`config.mk`:
```
export PLATFORM = sky130hd
export DESIGN_NAME = lcd_panel_power_sequencer
export DESIGN_NICKNAME = d
export VERILOG_FILES = /design/src/rtl/core/lpps_pkg.sv /design/src/rtl/core/lpps_cfg_regs.sv /design/src/rtl/core/lpps_seq.sv /design/src/rtl/core/lcd_panel_power_sequencer.sv
export VERILOG_INCLUDE_DIRS = /design/src /design/src/rtl/core
export SDC_FILE = /design/constraint.sdc
export NUM_CORES = 1
export LEC_CHECK = 0
export ABC_AREA = 1
export BUFFER_PORTS_ARGS = -buffer_cell sky130_fd_sc_hd__clkbuf_2
export CORE_ASPECT_RATIO = 0.9
export CORE_MARGIN = 3
export CORE_UTILIZATION = 56
export CTS_CLUSTER_DIAMETER = 100
export CTS_CLUSTER_SIZE = 10
export DETAILED_ROUTE_END_ITERATION = 10
export MAX_ROUTING_LAYER = met4
export PLACE_DENSITY = 0.81
export SYNTH_ARGS = -nofsm -noshare
export SYNTH_HDL_FRONTEND = slang
export SYNTH_HIERARCHICAL = 1
export SYNTH_SLANG_ARGS = --single-unit
```
`constraint.sdc`:
```
create_clock -name clk_i -period 2.5 [get_ports clk_i]
set_input_delay 0.25 -clock clk_i [delete_from_list [all_inputs] [get_ports clk_i]]
set_output_delay 0.25 -clock clk_i [all_outputs]
set_load 0.02 [all_outputs]
```
`src/rtl/core/assert_macros.svh`:
```
// Assertion shorthands for the RTL.
`ifndef ASSERT_MACROS_SVH
`define ASSERT_MACROS_SVH

// Same-cycle implication, disabled while in reset.
`define ASSERT_IMPL(label, clk, rst_n, ante, cons, msg) \
  label: assert property (@(posedge clk) disable iff (!rst_n) (ante) |-> (cons)) \
    else $error(msg);

// Next-cycle implication, disabled while in reset.
`define ASSERT_NEXT(label, clk, rst_n, ante, cons, msg) \
  label: assert property (@(posedge clk) disable iff (!rst_n) (ante) |=> (cons)) \
    else $error(msg);

`endif

```
`src/rtl/core/lpps_pkg.sv`:
```
package lpps_pkg;

  // Tick count width of every wait register.
  localparam int WaitWidth = 10;
  localparam int NumRegs   = 7;
  localparam int CfgIdxW   = 3;

  // Latch bits that commands touch directly.
  localparam logic [7:0] BitTouch     = 8'h01;
  localparam logic [7:0] BitBacklight = 8'h80;
  localparam logic [7:0] LatchOff     = 8'h00;

  typedef enum logic [CfgIdxW-1:0] {
    REG_RESET_HOLD    = 3'd0,
    REG_AFTER_1V8     = 3'd1,
    REG_AFTER_VGP1    = 3'd2,
    REG_AFTER_NEG     = 3'd3,
    REG_AFTER_POS     = 3'd4,
    REG_AFTER_PANEL   = 3'd5,
    REG_BACKLIGHT_OFF = 3'd6
  } cfg_idx_e;

  typedef enum logic [2:0] {
    MODE_TICK      = 3'd0,
    MODE_POWER_ON  = 3'd1,
    MODE_POWER_OFF = 3'd2,
    MODE_TOUCH     = 3'd3,
    MODE_BACKLIGHT = 3'd4
  } mode_e;

  // Idle, waiting before power-on step 1..7, waiting in power-off.
  typedef enum logic [3:0] {
    STEP_IDLE = 4'd0,
    STEP_ON1  = 4'd1,
    STEP_ON2  = 4'd2,
    STEP_ON3  = 4'd3,
    STEP_ON4  = 4'd4,
    STEP_ON5  = 4'd5,
    STEP_ON6  = 4'd6,
    STEP_ON7  = 4'd7,
    STEP_OFF  = 4'd8
  } step_e;

  typedef logic [WaitWidth-1:0] wait_t;
  typedef logic [NumRegs-1:0][WaitWidth-1:0] cfg_t;

  typedef struct packed {
    logic [2:0] mode;
    logic       level;
  } in_t;

  typedef struct packed {
    logic [7:0] latch;
    logic       busy_res;
    logic       status;
  } out_t;

  // Reset values, highest register first.
  localparam cfg_t CfgReset = {
    WaitWidth'(1), WaitWidth'(120), WaitWidth'(50), WaitWidth'(1),
    WaitWidth'(5), WaitWidth'(1), WaitWidth'(50)
  };

  // A zero wait lasts one tick.
  function automatic wait_t at_least_one(input wait_t w);
    return (w == '0) ? WaitWidth'(1) : w;
  endfunction

  function automatic logic is_busy(input step_e s);
    logic b;
    unique case (s)
      STEP_ON1, STEP_ON2, STEP_ON3, STEP_ON4,
      STEP_ON5, STEP_ON6, STEP_ON7, STEP_OFF: b = 1'b1;
      default:                                b = 1'b0;
    endcase
    return b;
  endfunction

  // Step that follows once the wait of this step ends.
  function automatic step_e step_next(input step_e s);
    step_e n;
    unique case (s)
      STEP_ON1: n = STEP_ON2;
      STEP_ON2: n = STEP_ON3;
      STEP_ON3: n = STEP_ON4;
      STEP_ON4: n = STEP_ON5;
      STEP_ON5: n = STEP_ON6;
      STEP_ON6: n = STEP_ON7;
      default:  n = STEP_IDLE;
    endcase
    return n;
  endfunction

  // Latch value driven when the wait of a power-on step ends.
  function automatic logic [7:0] on_latch(input step_e s);
    logic [7:0] l;
    unique case (s)
      STEP_ON1: l = 8'h04;
      STEP_ON2: l = 8'h0C;
      STEP_ON3: l = 8'h2C;
      STEP_ON4: l = 8'h6C;
      STEP_ON5: l = 8'h6D;
      STEP_ON6: l = 8'h6F;
      STEP_ON7: l = 8'h7F;
      default:  l = LatchOff;
    endcase
    return l;
  endfunction

  // Wait that precedes power-on step s.
  function automatic wait_t wait_before(input step_e s, input cfg_t cfg);
    wait_t w;
    unique case (s)
      STEP_ON1: w = at_least_one(cfg[REG_RESET_HOLD]);
      STEP_ON2: w = at_least_one(cfg[REG_AFTER_1V8]);
      STEP_ON3: w = at_least_one(cfg[REG_AFTER_VGP1]);
      STEP_ON4: w = at_least_one(cfg[REG_AFTER_NEG]);
      STEP_ON5: w = at_least_one(cfg[REG_AFTER_POS]);
      STEP_ON6: w = WaitWidth'(1);
      default:  w = at_least_one(cfg[REG_AFTER_PANEL]);
    endcase
    return w;
  endfunction

endpackage

```
`src/rtl/core/lpps_cfg_regs.sv`:
```
module lpps_cfg_regs (
  input  logic                          clk_i,
  input  logic                          rst_ni,
  input  logic                          wr_en_i,
  input  logic [lpps_pkg::CfgIdxW-1:0]  wr_index_i,
  input  lpps_pkg::wait_t               wr_data_i,
  output lpps_pkg::cfg_t                cfg_o
);
  import lpps_pkg::*;

  cfg_t regs_q;

  // Write the addressed wait register; indexes past the list drop the word
  always_ff @(posedge clk_i or negedge rst_ni) begin
    if (!rst_ni) begin
      regs_q <= CfgReset;
    end else if (wr_en_i) begin
      for (int i = 0; i < NumRegs; i++) begin
        if (wr_index_i == CfgIdxW'(i)) begin
          regs_q[i] <= wr_data_i;
        end
      end
    end
  end

  assign cfg_o = regs_q;

endmodule

```
`src/rtl/core/lpps_seq.sv`:
```
`include "assert_macros.svh"

module lpps_seq (
  input  logic           clk_i,
  input  logic           rst_ni,
  input  logic           upd_i,
  input  lpps_pkg::in_t  word_i,
  input  lpps_pkg::cfg_t cfg_i,
  output lpps_pkg::out_t word_o
);
  import lpps_pkg::*;

  step_e      step_q, step_d;
  wait_t      cnt_q, cnt_d;
  logic [7:0] latch_q, latch_d;
  logic       status_d;
  logic       busy;
  logic       wait_done;
  out_t       res_q;

  assign busy      = is_busy(step_q);
  assign wait_done = (cnt_q <= WaitWidth'(1));

  // Next sequence step
  always_comb begin
    step_d = step_q;
    if (upd_i) begin
      if (!busy) begin
        step_d = STEP_IDLE;
      end
      unique case (word_i.mode)
        MODE_TICK: begin
          if (busy && wait_done) begin
            step_d = step_next(step_q);
          end
        end
        MODE_POWER_ON: begin
          if (!busy) begin
            step_d = STEP_ON1;
          end
        end
        MODE_POWER_OFF: begin
          if (!busy) begin
            step_d = STEP_OFF;
          end
        end
        default: begin
        end
      endcase
    end
  end

  // Latch, wait counter and status
  always_comb begin
    latch_d  = latch_q;
    cnt_d    = cnt_q;
    status_d = 1'b0;
    if (upd_i) begin
      if (!busy) begin
        cnt_d = '0;
      end
      unique case (word_i.mode)
        MODE_TICK: begin
          if (busy) begin
            if (!wait_done) begin
              cnt_d = cnt_q - WaitWidth'(1);
            end else begin
              cnt_d = '0;
              if (step_q == STEP_OFF) begin
                latch_d = LatchOff;
              end else begin
                latch_d = on_latch(step_q);
                if (step_q != STEP_ON7) begin
                  cnt_d = wait_before(step_next(step_q), cfg_i);
                end
              end
            end
          end
        end
        MODE_POWER_ON: begin
          if (busy) begin
            status_d = 1'b1;
          end else begin
            latch_d = LatchOff;
            cnt_d   = wait_before(STEP_ON1, cfg_i);
          end
        end
        MODE_POWER_OFF: begin
          if (busy) begin
            status_d = 1'b1;
          end else begin
            latch_d = latch_q & ~BitBacklight;
            cnt_d   = at_least_one(cfg_i[REG_BACKLIGHT_OFF]);
          end
        end
        MODE_TOUCH, MODE_BACKLIGHT: begin
          if (busy) begin
            status_d = 1'b1;
          end else if (word_i.level) begin
            latch_d = latch_q | ((word_i.mode == MODE_TOUCH) ? BitTouch : BitBacklight);
          end else begin
            latch_d = latch_q & ~((word_i.mode == MODE_TOUCH) ? BitTouch : BitBacklight);
          end
        end
        default: begin
        end
      endcase
    end
  end

  // Hold sequencer state
  always_ff @(posedge clk_i or negedge rst_ni) begin
    if (!rst_ni) begin
      step_q  <= STEP_IDLE;
      cnt_q   <= '0;
      latch_q <= LatchOff;
    end else begin
      step_q  <= step_d;
      cnt_q   <= cnt_d;
      latch_q <= latch_d;
    end
  end

  // Capture the result word
  always_ff @(posedge clk_i) begin
    if (upd_i) begin
      res_q.latch    <= latch_d;
      res_q.busy_res <= is_busy(step_d);
      res_q.status   <= status_d;
    end
  end

  assign word_o = res_q;

  `ASSERT_IMPL(idle_cnt_zero, clk_i, rst_ni, step_q == STEP_IDLE, cnt_q == '0,
               "wait counter not clear while idle")
  `ASSERT_IMPL(busy_cnt_live, clk_i, rst_ni, busy, cnt_q != '0,
               "wait counter empty while a sequence runs")
  `ASSERT_NEXT(reject_keeps_latch, clk_i, rst_ni, upd_i && status_d,
               latch_q == $past(latch_q) && step_q == $past(step_q),
               "rejected command changed the latch or step")
  `ASSERT_NEXT(power_on_clears, clk_i, rst_ni,
               upd_i && !busy && word_i.mode == MODE_POWER_ON,
               latch_q == LatchOff && step_q == STEP_ON1,
               "power-on did not start from an all-low latch")

endmodule

```
`src/rtl/core/lcd_panel_power_sequencer.sv`:
```
// An accepted word is held in the input register, and its result is captured in the result register.
// Throughput: one word per cycle; the input register and the result register
// advance together whenever the result register is empty or being taken.
// Reset: asynchronous, active low; clears the latch, sequence step and wait
// counter, empties both registers, and loads every wait register with its default.
module lcd_panel_power_sequencer (
  input  logic                          clk_i,
  input  logic                          rst_ni,
  input  logic                          in_valid_i,
  output logic                          in_stall_o,
  input  lpps_pkg::in_t                 in_word_i,
  output logic                          out_valid_o,
  input  logic                          out_stall_i,
  output lpps_pkg::out_t                out_word_o,
  input  logic                          cfg_valid_i,
  output logic                          cfg_ready_o,
  input  logic [lpps_pkg::CfgIdxW-1:0]  cfg_index_i,
  input  lpps_pkg::wait_t               cfg_data_i
);
  import lpps_pkg::*;

  cfg_t cfg;
  in_t  s1_word_q;
  logic s1_valid_q, s1_valid_d;
  logic out_valid_q, out_valid_d;
  logic move;
  logic upd;
  logic accept;

  // Advance when the result register is free or being drained
  assign move       = !out_valid_q || !out_stall_i;
  assign upd        = s1_valid_q && move;
  assign in_stall_o = s1_valid_q && !move;
  assign accept     = in_valid_i && !in_stall_o;

  assign cfg_ready_o = 1'b1;

  always_comb begin
    s1_valid_d = s1_valid_q;
    if (accept) begin
      s1_valid_d = 1'b1;
    end else if (upd) begin
      s1_valid_d = 1'b0;
    end
  end

  always_comb begin
    out_valid_d = out_valid_q;
    if (upd) begin
      out_valid_d = 1'b1;
    end else if (!out_stall_i) begin
      out_valid_d = 1'b0;
    end
  end

  always_ff @(posedge clk_i or negedge rst_ni) begin
    if (!rst_ni) begin
      s1_valid_q  <= 1'b0;
      out_valid_q <= 1'b0;
    end else begin
      s1_valid_q  <= s1_valid_d;
      out_valid_q <= out_valid_d;
    end
  end

  // Register the incoming word
  always_ff @(posedge clk_i) begin
    if (accept) begin
      s1_word_q <= in_word_i;
    end
  end

  lpps_cfg_regs u_cfg (
    .clk_i      (clk_i),
    .rst_ni     (rst_ni),
    .wr_en_i    (cfg_valid_i && cfg_ready_o),
    .wr_index_i (cfg_index_i),
    .wr_data_i  (cfg_data_i),
    .cfg_o      (cfg)
  );

  lpps_seq u_seq (
    .clk_i  (clk_i),
    .rst_ni (rst_ni),
    .upd_i  (upd),
    .word_i (s1_word_q),
    .cfg_i  (cfg),
    .word_o (out_word_o)
  );

  assign out_valid_o = out_valid_q;

endmodule
```
==> results.json <==
{
  "dp_cells": 988,
  "synth_warnings": 6,
  "drc": 0,
  "setup.worst_path.start_class": "register",
  "antenna_left": 0,
  "cts.sinks": 108,
  "cts_tree": "yes",
  "num_io_pins": 35,
  "power_density_nw_per_um2": 857,
  "finalCritPeriodShare_pct": 89.6,
  "tns_ns": 0,
  "clk_pin_slew_ns": 0.07,
  "synth_top_cell_area_share_pct": 32.3,
  "syn_area_sq_um": 6130,
  "synth_area_per_cell_sq_um": 7.39,
  "final_util_pct": 65.0,
  "synth_cells": 829,
  "slew_violations": 0,
  "fin_worst_skew_ns": 0.00930,
  "core_area_sq_um": 10500,
  "via_per_inst": 5.90,
  "ys_types": 39,
  "dr.pass1.iters": 8,
  "post_cts_buffers": 0,
  "cts_buffers": 9,
  "max_slew_margin_pct": 55.3,
  "p_leak_nw": 3.39,
  "chipWidth_microns": 116,
  "rsz0062_at_grt": "no",
  "grt_pass1_wl_mm": 28.4,
  "clk_latency_ns": 0.36,
  "ys_top_cells_by_count": "308 x nand2_1, 79 x dfrtp_1, 78 x nor2_1",
  "nets": 898,
  "drive_gt1_share_pct": 15.5,
  "ys_async_sr_fraction_pct": 87.0,
  "clk_path_buf_depth": 2,
  "area_growth_pct": 11.1,
  "drt-initial-drc-count": 847,
  "crit_arrival_ns": 2.35,
  "crit_buf_inv": 2,
  "critical_path.max_stage_delay_ns": 0.46,
  "wl_mm": 17.9,
  "layout_min_cycle_time_ns": 2.24,
  "syn_nets": 856,
  "synth_top_area_cell": "dfrtp_1",
  "slowest_stage": "dfrtp_1",
  "grt_antenna_before_repair": 0,
  "cts_max_level": 3,
  "die_h_microns": 105,
  "hold_viol": 0,
  "synth_edf_count": 14,
  "endpoint_kind": "register",
  "path_class": "reg -> reg",
  "cts-root-buf": "clkbuf_16",
  "grt_max_degree": 50,
  "outcome": "complete, no violations",
  "hold_path_class": "in -> reg",
  "io_buffers": 33,
  "instances_no_fill": 1005,
  "maxCapViolations": 0,
  "seq_area_frac_synth_pct": 45.5,
  "track_usage_pct": 30.6,
  "setup_viol": 0,
  "num_rows": 35,
  "p_total_w": 0.00584,
  "crit_top_cell": "nor2_1",
  "initial_core_util_pct": 58.6,
  "critPathTopFamily": "simple AND/OR/NAND/NOR gates",
  "worstMarginPinSlew_ns": 0.670,
  "ys_seq_elements": 108,
  "synth_top_flop_cell": "dfrtp_1",
  "grt-ovfl-total": 0,
  "synthTopCellsByArea": "dfrtp_1 32%, nand2_1 19%, edfxtp_1 6.9%",
  "dp_hpwl_mm": 13.1,
  "synth.most_common_cell": "nand2_1",
  "grt_pass1_vias": 5565,
  "n_antenna_cell": 0,
  "cp_max_fo": 10,
  "timing.hold.ws_ns": 0.0715,
  "die_area_sq_um": 12200,
  "path_cells": "inv_1, ha_1, nor2_1, nor2_1, nand2_2, inv_2, nand2_4, a21oi_1, nand4_1, a21o_1",
  "vias": 5929,
  "gp_congestion": 0.952,
  "peakVddDrop_mv": 0.465,
  "cp.required_ns": 2.61,
  "max_clock_freq_mhz": 446,
  "wire_per_inst_microns": 17.8
}
## timing repair
| item | 4_1_cts | 5_1_grt |
|---|---|---|
| endpoints found under the hold margin | 40 | 0 |
| hold buffers | 1 | 0 |
| resized for setup | 0 | 2 |
| setup endpoints to repair | 0 | 1 |
## metrics by stage
stage | instance area (sq um) | setup WS [ns]
finish | 6810 | 0.259
global route | 6810 | 0.0281
CTS | 6790 | 0.199
detailed placement | 6490 | 0.225
global placement | 6490 | 0.260
floorplan | 6130 | 0.230
## final timing paths
kind,from,slack (ns),end,cells past startpoint
worst max-delay path,u_seq/cnt_q[0]$_DFFE_PN0P_,0.26,u_seq/word_o[2]$_DFFE_PP_,10
worst min-delay path,in_word_i[3],0.07,s1_word_q[3]$_DFFE_PP_,1
worst max register to register,u_seq/cnt_q[0]$_DFFE_PN0P_,0.26,u_seq/word_o[2]$_DFFE_PP_,10
worst min register to register,u_cfg/cfg_o[20]$_DFFE_PN1P_,0.48,u_cfg/cfg_o[20]$_DFFE_PN1P_,2
max in group asynchronous,rst_ni,1.28,u_cfg/cfg_o[20]$_DFFE_PN1P_,3
min in group asynchronous,rst_ni,0.45,u_cfg/cfg_o[40]$_DFFE_PN0P_,2
## cells in the final DEF (no fill, tap or decap), types with 2 or more instances in the layout
cell type | synthesis | routed
buf_4 | 5 | 16
a211oi_1 | 2 | 2
inv_1 | 56 | 56
a21oi_2 | 2 | 3
nor3_4 | 2 | 2
xor2_1 | 3 | 3
dfstp_2 | 15 | 15
a21oi_1 | 39 | 38
dfrtp_1 | 79 | 79
clkbuf_16 | 0 | 9
clkbuf_2 | 0 | 32
nor2_2 | 10 | 10
nand3_2 | 4 | 4
o22ai_1 | 7 | 7
nand4_1 | 13 | 13
nand2_1 | 308 | 308
inv_8 | 0 | 3
nor2_1 | 78 | 78
o221a_2 | 4 | 4
nand2_2 | 8 | 8
edfxtp_1 | 14 | 14
nand2_4 | 3 | 3
nor3_1 | 4 | 4
inv_2 | 13 | 13
o21ai_0 | 31 | 31
clkinv_4 | 0 | 3
nand3_1 | 77 | 77
ha_1 | 5 | 4
o21a_1 | 6 | 6
nor2_4 | 5 | 5
o21ai_1 | 12 | 12
## flip-flops by register name, indices dropped and copies added, names as in the netlist
signal / flops
out_valid_o: 1
s1_valid_q: 1
s1_word_q: 4
u_cfg/cfg_o: 70
u_seq/cnt_q: 10
u_seq/latch_q: 8
u_seq/step_q: 4
u_seq/word_o: 10
## kinds of logic after synthesis
| kind of cell | share of synthesized area, % |
|---|---|
| AOI/OAI and AO/OA | 10.7 |
| xor gates and xnor gates | 0.572 |
| other | 0.0612 |
| adders and majority gates | 1.02 |
| DFF | 45.5 |
| buffers and inverters | 5.98 |
| and+or+nand+nor | 36.1 |
## report_power, final
| part | internal, W | switching [W] |
|---|---|---|
| Combinational | 0.000657 | 0.00135 |
| Sequential | 0.00213 | 0.000290 |
| Clock | 0.000704 | 0.000703 |
| Total | 0.00349 | 0.00234 |
## final cells by class
class / count / area (sq um)
Timing Repair Buffer: 50 / 310
Tap cell: 129 / 161
Clock inverter: 7 / 66.3
Multi-Input combinational cell: 632 / 2990
Inverter: 70 / 267
Sequential cell: 108 / 2790
Fill cell: 943 / 3660
Clock buffer: 9 / 225
## per-layer routing
layer	GRT usage, %	wire length, microns	vias up
met1	43.3	7660	2799
met2	44.2	8120	314
met3	6.72	1740	53
li1	-	-	2763
met5	-	0	-
met4	9.44	386	0
No activity file was read; power rests on OpenSTA's default activity.
